**src/sv/bpa_pkg.sv**
```systemverilog
// Shared types and constants for the best-fit page allocator.
// Used by bpa_ctrl, bpa_datapath and the top level; no dependencies.
package bpa_pkg;

   localparam int unsigned DEF_PAGE_BYTES = 4096;
   localparam int unsigned DEF_NUM_PAGES  = 4096;

   localparam logic [1:0] CMD_MARK_USED = 2'd0;
   localparam logic [1:0] CMD_MARK_FREE = 2'd1;
   localparam logic [1:0] CMD_ALLOC     = 2'd2;
   localparam logic [1:0] CMD_FREE      = 2'd3;

   localparam logic [1:0] ST_OK       = 2'd0;
   localparam logic [1:0] ST_EMPTY    = 2'd1;
   localparam logic [1:0] ST_NO_FIT   = 2'd2;
   localparam logic [1:0] ST_NOT_ALOC = 2'd3;

   typedef enum logic [3:0] {
      OP_NONE,
      OP_CLEAR,
      OP_LOAD,
      OP_MARK_INIT,
      OP_WALK,
      OP_SCAN_INIT,
      OP_SCAN,
      OP_SCAN_FINAL,
      OP_FILL_INIT,
      OP_FREE_INIT,
      OP_RESP
   } dp_op_type;

   typedef struct packed {
      dp_op_type  op;
      logic [1:0] status;
   } ctl_cmd_type;

   typedef struct packed {
      logic [1:0] cmd;
      logic       clear_last;
      logic       empty_range;
      logic       zero_size;
      logic       free_bad;
      logic       len_zero;
      logic       walk_done;
      logic       scan_done;
      logic       fit;
      logic       rsp_busy;
   } dp_stat_type;

endpackage

```
**src/sv/bpa_ctrl.sv**
```systemverilog
// Controller of the page allocator: sequences clear, mark, scan, fill and
// free operations of bpa_datapath. Depends on bpa_pkg.
module bpa_ctrl
   import bpa_pkg::*;
(
   input  logic        clock,
   input  logic        reset,
   input  logic        req_valid,
   output logic        req_ready,
   input  dp_stat_type stat,
   output ctl_cmd_type ctl
);

   typedef enum logic [2:0] {
      S_CLEAR, S_IDLE, S_DISPATCH, S_WALK, S_SCAN, S_SCAN_END, S_DECIDE, S_FREE_CHK
   } state_type;

   state_type state_ff, state_in;

   assign req_ready = (state_ff == S_IDLE) && !stat.rsp_busy;

   always_comb begin
      state_in   = state_ff;
      ctl.op     = OP_NONE;
      ctl.status = ST_OK;
      case (state_ff)
         S_CLEAR: begin
            ctl.op = OP_CLEAR;
            if (stat.clear_last) state_in = S_IDLE;
         end
         S_IDLE: begin
            if (req_valid && req_ready) begin
               ctl.op   = OP_LOAD;
               state_in = S_DISPATCH;
            end
         end
         S_DISPATCH: begin
            case (stat.cmd)
               CMD_MARK_USED, CMD_MARK_FREE: begin
                  if (stat.empty_range) begin
                     ctl.op     = OP_RESP;
                     ctl.status = ST_EMPTY;
                     state_in   = S_IDLE;
                  end else begin
                     ctl.op   = OP_MARK_INIT;
                     state_in = S_WALK;
                  end
               end
               CMD_ALLOC: begin
                  if (stat.zero_size) begin
                     ctl.op     = OP_RESP;
                     ctl.status = ST_EMPTY;
                     state_in   = S_IDLE;
                  end else begin
                     ctl.op   = OP_SCAN_INIT;
                     state_in = S_SCAN;
                  end
               end
               default: begin
                  if (stat.free_bad) begin
                     ctl.op     = OP_RESP;
                     ctl.status = ST_NOT_ALOC;
                     state_in   = S_IDLE;
                  end else begin
                     state_in = S_FREE_CHK;
                  end
               end
            endcase
         end
         S_WALK: begin
            if (stat.walk_done) begin
               ctl.op   = OP_RESP;
               state_in = S_IDLE;
            end else begin
               ctl.op = OP_WALK;
            end
         end
         S_SCAN: begin
            ctl.op = OP_SCAN;
            if (stat.scan_done) state_in = S_SCAN_END;
         end
         S_SCAN_END: begin
            ctl.op   = OP_SCAN_FINAL;
            state_in = S_DECIDE;
         end
         S_DECIDE: begin
            if (stat.fit) begin
               ctl.op   = OP_FILL_INIT;
               state_in = S_WALK;
            end else begin
               ctl.op     = OP_RESP;
               ctl.status = ST_NO_FIT;
               state_in   = S_IDLE;
            end
         end
         S_FREE_CHK: begin
            if (stat.len_zero) begin
               ctl.op     = OP_RESP;
               ctl.status = ST_NOT_ALOC;
               state_in   = S_IDLE;
            end else begin
               ctl.op   = OP_FREE_INIT;
               state_in = S_WALK;
            end
         end
         default: state_in = S_IDLE;
      endcase
   end

   always_ff @(posedge clock) begin
      if (reset) begin
         state_ff <= S_CLEAR;
      end else begin
         state_ff <= state_in;
      end
   end

endmodule

```
**config.mk**
```make
export PLATFORM = sky130hd
export DESIGN_NAME = bpa_ctrl
export DESIGN_NICKNAME = d
export VERILOG_FILES = /design/src/sv/bpa_pkg.sv /design/src/sv/bpa_ctrl.sv
export SDC_FILE = /design/constraint.sdc
export NUM_CORES = 1
export LEC_CHECK = 0
export ABC_AREA = 1
export BUFFER_PORTS_ARGS = -buffer_cell sky130_fd_sc_hd__buf_2
export CORE_AREA = 2 2 39 41
export DETAILED_ROUTE_END_ITERATION = 8
export DIE_AREA = 0 0 41 43
export GPL_ROUTABILITY_DRIVEN = 0
export GPL_TIMING_DRIVEN = 0
export SYNTH_ARGS = -nofsm -noshare
export SYNTH_HDL_FRONTEND = slang
export SYNTH_SLANG_ARGS = --single-unit
```
**constraint.sdc**
```tcl
create_clock -name clock -period 1.5 [get_ports clock]
set_input_delay 0.225 -clock clock [delete_from_list [all_inputs] [get_ports clock]]
set_output_delay 0.225 -clock clock [all_outputs]
set_load 0.01 [all_outputs]
```
==> results.sh <==
export IMPL_cts_max_path_buffers=2
export IMPL_fp_dieW_um=41
export IMPL_dieArea_um2=1760
export IMPL_synth_seq_cells=3
export IMPL_crit_fanout=7
export IMPL_arrival_ns=1.28
export IMPL_firstDrtPassIters=4
export IMPL_status="finished with violations"
export IMPL_synthCells=73
export IMPL_rows=14
export IMPL_slew_headroom=0.851
export IMPL_grt_usage=0.157
export IMPL_ys_seq_area_frac=0.144
export IMPL_reg2reg_depth=9
export IMPL_ant_nets=0
export IMPL_clock_sinks=3
export IMPL_report_power_total_uw=892
export IMPL_final_setup_skew_ns=0.00151
export IMPL_postCtsHoldBufs=0
export IMPL_cp_required_ns=1.27
export IMPL_core_um2=1380
export IMPL_first_iter_violations=4
export IMPL_wirelength_um=1180
export IMPL_insertion_delay_ns=0.23
export IMPL_vias=557
export IMPL_synth_avg_cell_area_um2=5.71
export IMPL_vias_per_cell=4.80
export IMPL_fin_crit_ns=1.51
export IMPL_antenna_cells=0
export IMPL_drive_gt1_frac=0.440
export IMPL_area_growth_pct=54.4
export IMPL_syn_num_nets=87
export IMPL_numCtsBuffers=3
export IMPL_crit_family="buffers and inverters"
export IMPL_cts_tree="yes"
export IMPL_reg_largest_list="state_ff: 3 flops"
export IMPL_largest_register_ffs=3
export IMPL_yosys_warnings=0
export IMPL_start_kind="register"
export IMPL_drv_slew=0
export IMPL_hpwl_um=887
export IMPL_drc=0
export IMPL_critical_path_depth=8
export IMPL_slowest_stage="dfxtp_2"
export IMPL_worstSetupPathType="reg -> out"
export IMPL_powerDensity_nw_per_um2=1390
export IMPL_hold_viol=0
export IMPL_worst_pin_slew_ns=0.223
export IMPL_fin_nets=115
export IMPL_io_pins=21
export IMPL_grt_pass1_vias=523
export IMPL_max_freq_ghz=0.663
export IMPL_regMostFlops="state_ff"
export IMPL_setup_viol=1
export IMPL_min_path_type="in -> reg"
export IMPL_ctsRootBufferMaster="clkbuf_4"
export IMPL_synth_cell_types=20
export IMPL_die_h_um=43
export IMPL_peakVddDrop_v=0.000444
export IMPL_rsz0062_at_grt="yes"
export IMPL_routedWlPerCell_um=10.2
export IMPL_fin_crit_sh=1.01
export IMPL_synth_area_um2=417
export IMPL_holdPathStages=2
export IMPL_post_route_util=0.465
export IMPL_drv_cap=0
export IMPL_start_util=0.301
export IMPL_violations="negative setup slack"
export IMPL_clk_pin_slew_ns=0.04
export IMPL_grt_pass1_wl_um=1980
export IMPL_slowest_delay_ns=0.31
export IMPL_grt_max_degree=10
export IMPL_antenna_found_initial=0
export IMPL_path_cells="buf_6 > clkinv_8 > nand3_4 > inv_2 > nand3_2 > nand3_1 > nand3b_1 > buf_2"
export IMPL_critical_path_endpoint_type="output port"
export IMPL_io_buffers=20
export IMPL_leakage_nw=0.343
export IMPL_globalRouteOverflowTotal=0
export IMPL_cp_num_buf_inv=4
export IMPL_setup_ws_ns=-0.00843
export IMPL_htreeDepth=1
==> stage by stage <==
step                      hold slack (ns)  instance area, um^2  setup TNS, ns  std cells  worst slack (ns)
after detailed placement            0.415                  537              0        109             0.179
final                               0.168                  643       -0.00843        116          -0.00843
after global placement              0.421                  537              0        109             0.165
after global routing                0.173                  643         -0.297        116           -0.0861
after CTS                           0.161                  623       -0.00943        116          -0.00344
after floorplan                     0.294                  417              0         73             0.211
==> routing by layer <==
metal / vias up / GRT usage / part of all wire
li1: 292 / - / -
met1: 252 / 0.201 / 0.43
met2: 13 / 0.253 / 0.51
met3: 0 / 0.0524 / 0.052
met4: 0 / 0.0200 / 0
met5: - / 0 / 0
==> layout make-up <==
cell class	count	area [um^2]
multi-input combinational	55	323
timing repair buffer	23	123
sequential	3	65.1
tap	16	20.0
buffer	2	22.5
fill	146	741
clock buffer	4	26.3
inverter	13	63.8
==> synthesized netlist by cell type <==
cell type / count / share of area
a211oi_1: 1 / 0.018
a21oi_1: 1 / 0.012
a21oi_2: 1 / 0.021
a31oi_1: 1 / 0.015
buf_6: 2 / 0.054
clkinv_4: 1 / 0.021
dfxtp_1: 3 / 0.14
inv_1: 11 / 0.099
inv_2: 1 / 0.0090
nand2_1: 11 / 0.099
nand3_1: 11 / 0.13
nand3_2: 2 / 0.048
nand3b_1: 2 / 0.036
nand4_1: 3 / 0.045
nor2_1: 15 / 0.14
nor2_2: 1 / 0.015
o21a_1: 1 / 0.018
o21ai_0: 1 / 0.012
o21bai_1: 2 / 0.036
or2_1: 2 / 0.030
==> final timing paths <==
path	startpoint	endpoint	slack [ns]
hold reg to reg	state_ff[0]$_SDFFE_PP0P_	state_ff[0]$_SDFFE_PP0P_	0.65
setup / recovery	state_ff[2]$_SDFFE_PP0P_	ctl[3]	-0.008
hold / removal	reset	state_ff[2]$_SDFFE_PP0P_	0.17
setup reg to reg	state_ff[2]$_SDFFE_PP0P_	state_ff[0]$_SDFFE_PP0P_	0.30
==> what timing repair did <==
item,CTS,global route
setup endpoints to repair,3,4
resized for setup,11,5
setup buffers,3,0
gates cloned,0,0
pin swaps,1,2
==> cell families (layout without fill, tap and decap cells) <==
group                  after synthesis  after routing  synth area share
and+or+nand+nor                     47             47             0.541
buffers and inverters               15             42             0.183
AOI/OAI and AO/OA                    8              8             0.132
DFF                                  3              3             0.144
==> layout by cell type (no fill, tap or decap) <==
master / netlist / final
nand4_1: 3 / 3
a21oi_1: 1 / 1
nand3b_1: 2 / 2
nand3_1: 11 / 9
inv_4: 0 / 1
dfxtp_4: 0 / 1
a211oi_2: 0 / 1
inv_2: 1 / 2
dfxtp_1: 3 / 1
nor2_4: 0 / 1
nor2_1: 15 / 12
nand3_2: 2 / 2
buf_4: 0 / 3
dfxtp_2: 0 / 1
buf_6: 2 / 2
inv_1: 11 / 9
nor2_2: 1 / 3
nand3_4: 0 / 2
clkbuf_1: 0 / 1
a21oi_2: 1 / 1
buf_2: 0 / 20
or2_1: 2 / 2
o21bai_1: 2 / 2
a31oi_1: 1 / 1
nand2_1: 11 / 11
o21ai_0: 1 / 1
clkinv_8: 0 / 1
clkbuf_4: 0 / 3
o21a_1: 1 / 1
==> power breakdown <==
part,switching [mW],total (mW),internal [mW],leakage (nW)
clock,0.0409,0.141,0.0996,0.0150
sequential,0.0415,0.159,0.117,0.0258
combinational,0.339,0.593,0.254,0.303
(Power assumes the default switching activity.)
